--- config.mk ---
export PLATFORM = sky130hd
export DESIGN_NAME = seven_segment_decimal_scan_unit
export DESIGN_NICKNAME = d
export VERILOG_FILES = /design/src/hw/rtl/ssds_pkg.sv /design/src/hw/rtl/seven_segment_decimal_scan_unit.sv /design/src/hw/rtl/ssds_front.sv /design/src/hw/rtl/ssds_queue.sv /design/src/hw/rtl/ssds_back.sv
export VERILOG_INCLUDE_DIRS = /design/src /design/src/hw/rtl
export SDC_FILE = /design/constraint.sdc
export NUM_CORES = 1
export LEC_CHECK = 0
export ABC_CLOCK_PERIOD_IN_PS = 5500
export BUFFER_PORTS_ARGS = -buffer_cell sky130_fd_sc_hd__clkbuf_2
export CORE_MARGIN = 2
export CORE_UTILIZATION = 50
export DETAILED_ROUTE_END_ITERATION = 10
export PLACE_DENSITY = 0.69
export SLEW_MARGIN = 0
export SYNTH_ARGS = -nofsm -noshare
export SYNTH_HDL_FRONTEND = slang
export SYNTH_SLANG_ARGS = --single-unit
--- constraint.sdc ---
create_clock -name i_clk -period 5.5 [get_ports i_clk]
set_input_delay 0 -clock i_clk [delete_from_list [all_inputs] [get_ports i_clk]]
set_output_delay 0 -clock i_clk [all_outputs]
set_load 0.03 [all_outputs]
--- src/hw/rtl/seven_segment_decimal_scan_unit_macros.svh ---
// Assertion macros shared by the seven-segment decimal scan unit.
`ifndef SEVEN_SEGMENT_DECIMAL_SCAN_UNIT_MACROS_SVH
`define SEVEN_SEGMENT_DECIMAL_SCAN_UNIT_MACROS_SVH

`ifndef SYNTHESIS
// Check that a condition implies another in the same cycle.
`define SSDS_ASSERT_NOW(label, clk, rst_n, a, b) \
    label: assert property (@(posedge clk) disable iff (!rst_n) (a) |-> (b)) \
        else $error("ssds: same-cycle check failed");
// Check that a condition implies another in the next cycle.
`define SSDS_ASSERT_NEXT(label, clk, rst_n, a, b) \
    label: assert property (@(posedge clk) disable iff (!rst_n) (a) |=> (b)) \
        else $error("ssds: next-cycle check failed");
`else
`define SSDS_ASSERT_NOW(label, clk, rst_n, a, b)
`define SSDS_ASSERT_NEXT(label, clk, rst_n, a, b)
`endif

`endif

--- src/hw/rtl/ssds_pkg.sv ---
// Shared types, constants and the digit pattern table of the scan unit.
`timescale 1ns / 1ps

package ssds_pkg;

    // Display geometry: column 0 is thousands, column 3 is units
    localparam int COLS        = 4;
    localparam int DIGIT_W     = 4;
    localparam int COL_W       = 2;
    localparam int VALUE_W     = 16;
    localparam int SEG_W       = 8;

    // Default depth of the queue between digit extraction and column scan
    localparam int QUEUE_DEPTH = 2;

    // Divide by ten: q = (v * 52429) >> 19, exact for every 16-bit v
    localparam logic [15:0] DIV10_MUL   = 16'd52429;
    localparam int          DIV10_SHIFT = 19;

    // Leading-zero thresholds for thousands, hundreds and tens
    localparam logic [VALUE_W-1:0] THOUSANDS_MIN = 16'd999;
    localparam logic [VALUE_W-1:0] HUNDREDS_MIN  = 16'd99;
    localparam logic [VALUE_W-1:0] TENS_MIN      = 16'd9;

    localparam logic [COLS-1:0]  ALL_COLUMNS_OFF = 4'hF;
    localparam logic [COL_W-1:0] UNITS_COL       = 2'd3;

    // Decimal digits of one value plus which columns light
    typedef struct packed {
        logic [COLS-1:0][DIGIT_W-1:0] digits;
        logic [COLS-1:0]              lit;
    } t_digit_rec;

    // Active-low seven-segment pattern, decimal point off
    function automatic logic [SEG_W-1:0] digit_pattern(input logic [DIGIT_W-1:0] digit);
        logic [SEG_W-1:0] pat;
        case (digit)
            4'd0:    pat = 8'b11000000;
            4'd1:    pat = 8'b11111001;
            4'd2:    pat = 8'b10100100;
            4'd3:    pat = 8'b10110000;
            4'd4:    pat = 8'b10011001;
            4'd5:    pat = 8'b10010010;
            4'd6:    pat = 8'b10000010;
            4'd7:    pat = 8'b11111000;
            4'd8:    pat = 8'b10000000;
            4'd9:    pat = 8'b10010000;
            default: pat = 8'b11111111;
        endcase
        return pat;
    endfunction

endpackage

--- src/hw/rtl/seven_segment_decimal_scan_unit.sv ---
// Top level of the four-digit seven-segment decimal scan unit.
// Usage:
//   Input is a queue write port: drive i_value and raise push while full is
//   low; the item is taken on that edge. Each 16-bit value yields four column
//   items, thousands first, units last (o_last high). Output is a queue read
//   port: while empty is low the oldest item sits on o_column_enables,
//   o_segments and o_last; raising pop takes it.
//   Throughput: one column item per cycle while pop stays high and the
//   queue holds a record. The front end runs a single divide-by-ten
//   multiplier per value, and the back end writes one column per cycle
//   into its output register while it is not stalled by pop or the queue.
//   A small queue between them lets the front take the next value while the
//   back still scans the previous one.
//   Reset empties the queue and the output, and clears the segment latch to
//   zero, which blanked leading columns show until a column lights.
//   When pop stays low the output item holds, the back end stops, the queue
//   fills and full then rises; no item is dropped.
`timescale 1ns / 1ps
`include "seven_segment_decimal_scan_unit_macros.svh"

module seven_segment_decimal_scan_unit #(
    parameter int QUEUE_DEPTH = ssds_pkg::QUEUE_DEPTH
) (
    input  logic                          i_clk,
    input  logic                          i_rst_n,
    input  logic                          push,
    input  logic [ssds_pkg::VALUE_W-1:0]  i_value,
    output logic                          full,
    output logic                          empty,
    input  logic                          pop,
    output logic [ssds_pkg::COLS-1:0]     o_column_enables,
    output logic [ssds_pkg::SEG_W-1:0]    o_segments,
    output logic                          o_last
);

    logic                 w_q_push;
    logic                 w_q_full;
    logic                 w_q_pop;
    logic                 w_q_empty;
    ssds_pkg::t_digit_rec w_q_in;
    ssds_pkg::t_digit_rec w_q_head;

    // Digit extraction
    ssds_front u_front (
        .i_clk    (i_clk),
        .i_rst_n  (i_rst_n),
        .i_push   (push),
        .i_value  (i_value),
        .o_full   (full),
        .i_q_full (w_q_full),
        .o_q_push (w_q_push),
        .o_q_rec  (w_q_in)
    );

    // Decoupling queue
    ssds_queue #(
        .DEPTH (QUEUE_DEPTH)
    ) u_queue (
        .i_clk   (i_clk),
        .i_rst_n (i_rst_n),
        .i_push  (w_q_push),
        .i_rec   (w_q_in),
        .o_full  (w_q_full),
        .i_pop   (w_q_pop),
        .o_empty (w_q_empty),
        .o_head  (w_q_head)
    );

    // Column scan
    ssds_back u_back (
        .i_clk            (i_clk),
        .i_rst_n          (i_rst_n),
        .i_q_empty        (w_q_empty),
        .i_q_head         (w_q_head),
        .o_q_pop          (w_q_pop),
        .i_pop            (pop),
        .o_empty          (empty),
        .o_column_enables (o_column_enables),
        .o_segments       (o_segments),
        .o_last           (o_last)
    );

    // The units column always lights and alone
    `SSDS_ASSERT_NOW(a_units_lit, i_clk, i_rst_n, !empty && o_last, o_column_enables == 4'b0111)
    // A column item drives at most one column line low
    `SSDS_ASSERT_NOW(a_one_column, i_clk, i_rst_n, !empty, $countones(~o_column_enables) <= 1)
    // The front only finishes into a queue with room
    `SSDS_ASSERT_NOW(a_no_overflow, i_clk, i_rst_n, w_q_push, !w_q_full)
    // A record written without a read is visible next cycle
    `SSDS_ASSERT_NEXT(a_queue_fill, i_clk, i_rst_n, w_q_push && !w_q_pop, !w_q_empty)

endmodule

--- src/hw/rtl/ssds_front.sv ---
// Front end: accepts values, extracts four decimal digits and lit flags.
`timescale 1ns / 1ps

module ssds_front (
    input  logic                       i_clk,
    input  logic                       i_rst_n,
    input  logic                       i_push,
    input  logic [ssds_pkg::VALUE_W-1:0] i_value,
    output logic                       o_full,
    input  logic                       i_q_full,
    output logic                       o_q_push,
    output ssds_pkg::t_digit_rec       o_q_rec
);

    logic                              r_busy;
    logic [ssds_pkg::COL_W-1:0]        r_step;
    logic [ssds_pkg::VALUE_W-1:0]      r_work;
    logic [ssds_pkg::COLS-1:0][ssds_pkg::DIGIT_W-1:0] r_digits;
    logic [ssds_pkg::COLS-1:0]         r_lit;

    logic [2*ssds_pkg::VALUE_W-1:0]    w_prod;
    logic [ssds_pkg::VALUE_W-1:0]      w_quot;
    logic [ssds_pkg::VALUE_W-1:0]      w_ten;
    logic [ssds_pkg::DIGIT_W-1:0]      w_rem;
    logic [ssds_pkg::COL_W-1:0]        w_col;
    logic                              w_last_step;
    logic                              w_accept;

    // One divide-by-ten per cycle, units digit first
    assign w_prod = {{ssds_pkg::VALUE_W{1'b0}}, r_work}
                  * {{ssds_pkg::VALUE_W{1'b0}}, ssds_pkg::DIV10_MUL};
    assign w_quot = ssds_pkg::VALUE_W'(w_prod >> ssds_pkg::DIV10_SHIFT);
    assign w_ten  = {w_quot[ssds_pkg::VALUE_W-4:0], 3'b000}
                  + {w_quot[ssds_pkg::VALUE_W-2:0], 1'b0};
    assign w_rem  = ssds_pkg::DIGIT_W'(r_work - w_ten);

    // Step s yields the digit of column 3 - s
    assign w_col       = ssds_pkg::UNITS_COL - r_step;
    assign w_last_step = (r_step == ssds_pkg::UNITS_COL);

    // Finish into the queue; a new item may enter on the finishing edge
    assign o_q_push = r_busy && w_last_step && !i_q_full;
    assign o_full   = r_busy && !o_q_push;
    assign w_accept = i_push && !o_full;

    // Thousands digit comes straight from the last remainder
    always_comb begin
        o_q_rec        = '0;
        o_q_rec.digits = r_digits;
        o_q_rec.digits[w_col] = w_rem;
        o_q_rec.lit    = r_lit;
    end

    // Control: busy flag and step counter
    always_ff @(posedge i_clk) begin
        if (!i_rst_n) begin
            r_busy <= 1'b0;
            r_step <= '0;
        end else if (w_accept) begin
            r_busy <= 1'b1;
            r_step <= '0;
        end else if (o_q_push) begin
            r_busy <= 1'b0;
        end else if (r_busy && !w_last_step) begin
            r_step <= r_step + 1'b1;
        end
    end

    // Datapath: load the value and classify, then shift digits out
    always_ff @(posedge i_clk) begin
        if (w_accept) begin
            r_work   <= i_value;
            r_lit[0] <= (i_value > ssds_pkg::THOUSANDS_MIN);
            r_lit[1] <= (i_value > ssds_pkg::HUNDREDS_MIN);
            r_lit[2] <= (i_value > ssds_pkg::TENS_MIN);
            r_lit[3] <= 1'b1;
        end else if (r_busy && !w_last_step) begin
            r_work          <= w_quot;
            r_digits[w_col] <= w_rem;
        end
    end

endmodule

--- src/hw/rtl/ssds_queue.sv ---
// Small first-in first-out queue of digit records between front and back.
`timescale 1ns / 1ps

module ssds_queue #(
    parameter int DEPTH = ssds_pkg::QUEUE_DEPTH
) (
    input  logic                 i_clk,
    input  logic                 i_rst_n,
    input  logic                 i_push,
    input  ssds_pkg::t_digit_rec i_rec,
    output logic                 o_full,
    input  logic                 i_pop,
    output logic                 o_empty,
    output ssds_pkg::t_digit_rec o_head
);

    localparam int PTR_W = (DEPTH > 1) ? $clog2(DEPTH) : 1;
    localparam int CNT_W = $clog2(DEPTH + 1);

    ssds_pkg::t_digit_rec r_mem [DEPTH];
    logic [PTR_W-1:0]     r_wr_ptr;
    logic [PTR_W-1:0]     r_rd_ptr;
    logic [CNT_W-1:0]     r_count;

    logic w_wr;
    logic w_rd;

    assign o_full  = (r_count == CNT_W'(DEPTH));
    assign o_empty = (r_count == '0);
    assign w_wr    = i_push && !o_full;
    assign w_rd    = i_pop && !o_empty;
    assign o_head  = r_mem[r_rd_ptr];

    // Store incoming records
    always_ff @(posedge i_clk) begin
        if (w_wr) begin
            r_mem[r_wr_ptr] <= i_rec;
        end
    end

    // Advance pointers and occupancy
    always_ff @(posedge i_clk) begin
        if (!i_rst_n) begin
            r_wr_ptr <= '0;
            r_rd_ptr <= '0;
            r_count  <= '0;
        end else begin
            if (w_wr) begin
                r_wr_ptr <= (r_wr_ptr == PTR_W'(DEPTH - 1)) ? '0 : r_wr_ptr + 1'b1;
            end
            if (w_rd) begin
                r_rd_ptr <= (r_rd_ptr == PTR_W'(DEPTH - 1)) ? '0 : r_rd_ptr + 1'b1;
            end
            if (w_wr && !w_rd) begin
                r_count <= r_count + 1'b1;
            end else if (w_rd && !w_wr) begin
                r_count <= r_count - 1'b1;
            end
        end
    end

endmodule

--- src/hw/rtl/ssds_back.sv ---
// Back end: scans the four columns of each record into the output register.
`timescale 1ns / 1ps

module ssds_back (
    input  logic                          i_clk,
    input  logic                          i_rst_n,
    input  logic                          i_q_empty,
    input  ssds_pkg::t_digit_rec          i_q_head,
    output logic                          o_q_pop,
    input  logic                          i_pop,
    output logic                          o_empty,
    output logic [ssds_pkg::COLS-1:0]     o_column_enables,
    output logic [ssds_pkg::SEG_W-1:0]    o_segments,
    output logic                          o_last
);

    logic [ssds_pkg::COL_W-1:0] r_col;
    logic [ssds_pkg::SEG_W-1:0] r_latch;
    logic                       r_out_valid;
    logic [ssds_pkg::COLS-1:0]  r_out_en;
    logic [ssds_pkg::SEG_W-1:0] r_out_seg;
    logic                       r_out_last;

    logic                       w_load;
    logic                       w_lit;
    logic [ssds_pkg::SEG_W-1:0] n_latch;
    logic [ssds_pkg::COLS-1:0]  n_out_en;

    // Load a column when the output register is free or being taken
    assign w_load  = !i_q_empty && (!r_out_valid || i_pop);
    assign o_q_pop = w_load && (r_col == ssds_pkg::UNITS_COL);

    // A lit column reloads the latch and pulls its own line low
    always_comb begin
        w_lit = i_q_head.lit[r_col];
        if (w_lit) begin
            n_latch  = ssds_pkg::digit_pattern(i_q_head.digits[r_col]);
            n_out_en = ~(ssds_pkg::COLS'(1) << r_col);
        end else begin
            n_latch  = r_latch;
            n_out_en = ssds_pkg::ALL_COLUMNS_OFF;
        end
    end

    // Control: column counter, latch and output valid
    always_ff @(posedge i_clk) begin
        if (!i_rst_n) begin
            r_col       <= '0;
            r_latch     <= '0;
            r_out_valid <= 1'b0;
        end else if (w_load) begin
            r_col       <= r_col + 1'b1;
            r_latch     <= n_latch;
            r_out_valid <= 1'b1;
        end else if (i_pop) begin
            r_out_valid <= 1'b0;
        end
    end

    // Output payload
    always_ff @(posedge i_clk) begin
        if (w_load) begin
            r_out_en   <= n_out_en;
            r_out_seg  <= n_latch;
            r_out_last <= (r_col == ssds_pkg::UNITS_COL);
        end
    end

    assign o_empty          = !r_out_valid;
    assign o_column_enables = r_out_en;
    assign o_segments       = r_out_seg;
    assign o_last           = r_out_last;

endmodule
==> impl_metrics.ini <==
[die]
dieArea_sq_um = 19100
pin_count = 35
num_rows = 49
chipHeight_um = 138
start_util_pct = 50.5
dieWidth_um = 138
fp.coreArea_sq_um = 17800

[setup_path]
end_kind = flip-flop
cp_data_required_time_ps = 5590
path_class = reg -> reg
cp_num_buf_inv = 6
worst_ep_arrival_time_ps = 6040
critPathMaxStageDelay_ps = 530
path_max_fanout = 4
path_common_cell = fa_1
crit_slowest_cell = fa_1
cpLargestDelayFamily = adder cells
cp-start-kind = flip-flop
r2r_slack_ps = -450

[synthesis]
synth_edf_count = 86
synth_top_area_share_pct = 28.7
async_reset_ff_share_pct = 0
synth_common_cells = inv_1, ha_1, edfxtp_1
netlist_area_sq_um = 8980
ys_ff_latch = 105
avgSynthCellArea_sq_um = 11.3
synthTopCellsByArea = edfxtp_1, ha_1, fa_1
synth_seq_area_share_pct = 33.0
yosysMostFrequentCell = inv_1
ys_types = 51
syn-num-nets = 1042
yosys.area.top_type = edfxtp_1
synth-main-ff-cell = edfxtp_1
synthCells = 794
ys.warnings.count = 0

[routing]
vias = 6201
wl_per_cell_um = 17.9
initialDrtViolationCount = 440
dr.pass1.iters = 5
finalWirelength_um = 21200
drtAntennaViolNets = 0
vias_per_cell = 5.24
drc = 0

[grt]
grt_pass1_vias = 6411
overflow = 0
grt_util_met1_pct = 31.0
grt_first_pass_wirelength_um = 33300
antenna_found_initial = 0
grt_max_degree = 23
grt_use_met3_pct = 3.67
busiest_layer = met2
grt_usage_pct = 22.2
use_met2_pct = 36.3

[timing]
finalHoldViolCount = 0
fin_ws_ps = -449
rsz0062_at_grt = yes
worstMarginPinSlew_ps = 1030
maxSlewHeadroom_pct = 31.1
final_max_slew_viol_count = 0
fin_crit_ps = 5950
fmax_mhz = 168
tns_ps = -9740
finalClockSkew_ps = 17.6
finalSetupViolCount = 42
fin_crit_sh_pct = 108

[placement]
dp_hpwl_um = 15200
io_buffers = 34
place_inst = 1125
gp_congestion = 0.940

[cts]
insertion_delay_ps = 360
numCtsBuffers = 9
cts_buffer_depth = 2
ctsRootBufferMaster = clkbuf_16
path_clk_slew_ps = 90
cts_sinks = 105
cts_tree = built
ctsHtreeMaxLevel = 3

[run_status]
status = finished with violations
violations = setup timing

[hold_path]
min_path_type = in -> reg

[finish]
final_cell_count_no_fill = 1184
final_net_count = 1198
fillerInstances = 1334
drive_above_1_share_pct = 28.2
area_delta_synth_final_pct = 26.6
diodes = 0

[job]
cap_violations = 0
registers in the layout, summed over array words and instances (netlist names), named ones only:
signal	flops
u_front.r_lit	3
u_back.o_last	1
u_back.r_out_valid	1
u_back.o_segments	8
u_queue.r_count	2
u_queue.r_mem	38
u_queue.r_rd_ptr	1
u_front.r_work	16
u_front.r_digits	16
u_queue.r_wr_ptr	1
u_front.r_busy	1
u_back.r_col	2
u_front.r_step	2
u_back.o_column_enables	4
u_back.r_latch	8
cell type report:
class | instances | area, sq um | area share, %
tap | 229 | 287 | 2.52
inverter | 180 | 676 | 5.94
sequential | 105 | 2960 | 26.1
timing repair buffer | 154 | 1160 | 10.2
clock inverter | 7 | 103 | 0.902
clock buffer | 9 | 225 | 1.98
multi-input combinational | 500 | 5960 | 52.4
path summary, 6_finish.rpt:
path | start | to | depth (start not counted)
setup reg to reg | u_front.r_work[3] | u_queue.r_mem[1][6] | 25
hold reg to reg | u_back.r_latch[7] | u_back.r_latch[7] | 1
setup / recovery | u_front.r_work[3] | u_queue.r_mem[1][6] | 25
hold / removal | i_value[6] | u_front.r_lit[1] | 3
metal layers:
metal,vias up,wire [um]
met2,144,10300
met1,3079,9440
met5,-,0
met3,30,851
li1,2948,-
met4,0,558
cell families after synthesis:
group	after synthesis	synth area share (%)
fa+ha+maj	228	38.4
buf+inv	189	8.08
simple gates	121	6.14
flops	105	33.0
compound gates	90	6.00
mux	33	5.54
xor+xnor	28	2.81
tightest hold or removal path, delay by kind of cell:
| family | cells | cell delay [ps] |
|---|---|---|
| buffers and inverters | 1 | 120 |
| and+or+nand+nor | 2 | 150 |
placed cells by master, fill, tap and decap left out, types with 10 or more instances in the layout:
| master | instances |
|---|---|
| a21oi_1 | 16 |
| a21oi_2 | 12 |
| buf_4 | 91 |
| buf_6 | 14 |
| clkbuf_2 | 34 |
| dfxtp_1 | 19 |
| dlygate4sd3_1 | 15 |
| edfxtp_1 | 86 |
| fa_1 | 80 |
| ha_1 | 127 |
| ha_4 | 19 |
| inv_1 | 168 |
| inv_2 | 11 |
| nand2_1 | 34 |
| nand3_1 | 10 |
| nor2_1 | 33 |
| xnor2_1 | 10 |
stage by stage:
stage	area [sq um]	util, %	setup slack, ps	hold slack [ps]
finish	11400	64.0	-449	20.8
global route	11400	64.0	-592	31.4
CTS	11000	61.8	-197	7.55
detailed placement	10100	56.6	-472	315
global placement	10100	56.6	-465	314
floorplan	9080	-	16.9	124
timing repair:
item                                    in CTS  in global routing
resized for setup                           66                 55
endpoints found under the hold margin       11                  0
endpoints found under the setup margin      45                 48
setup buffers                               17                 11
hold buffers                                15                  0
cloned                                       0                  0
pin swaps                                   30                 36
Power is left out: the tool's default activity adds up to more than one toggle a clock period on the data nets, which glitch-free logic cannot reach.
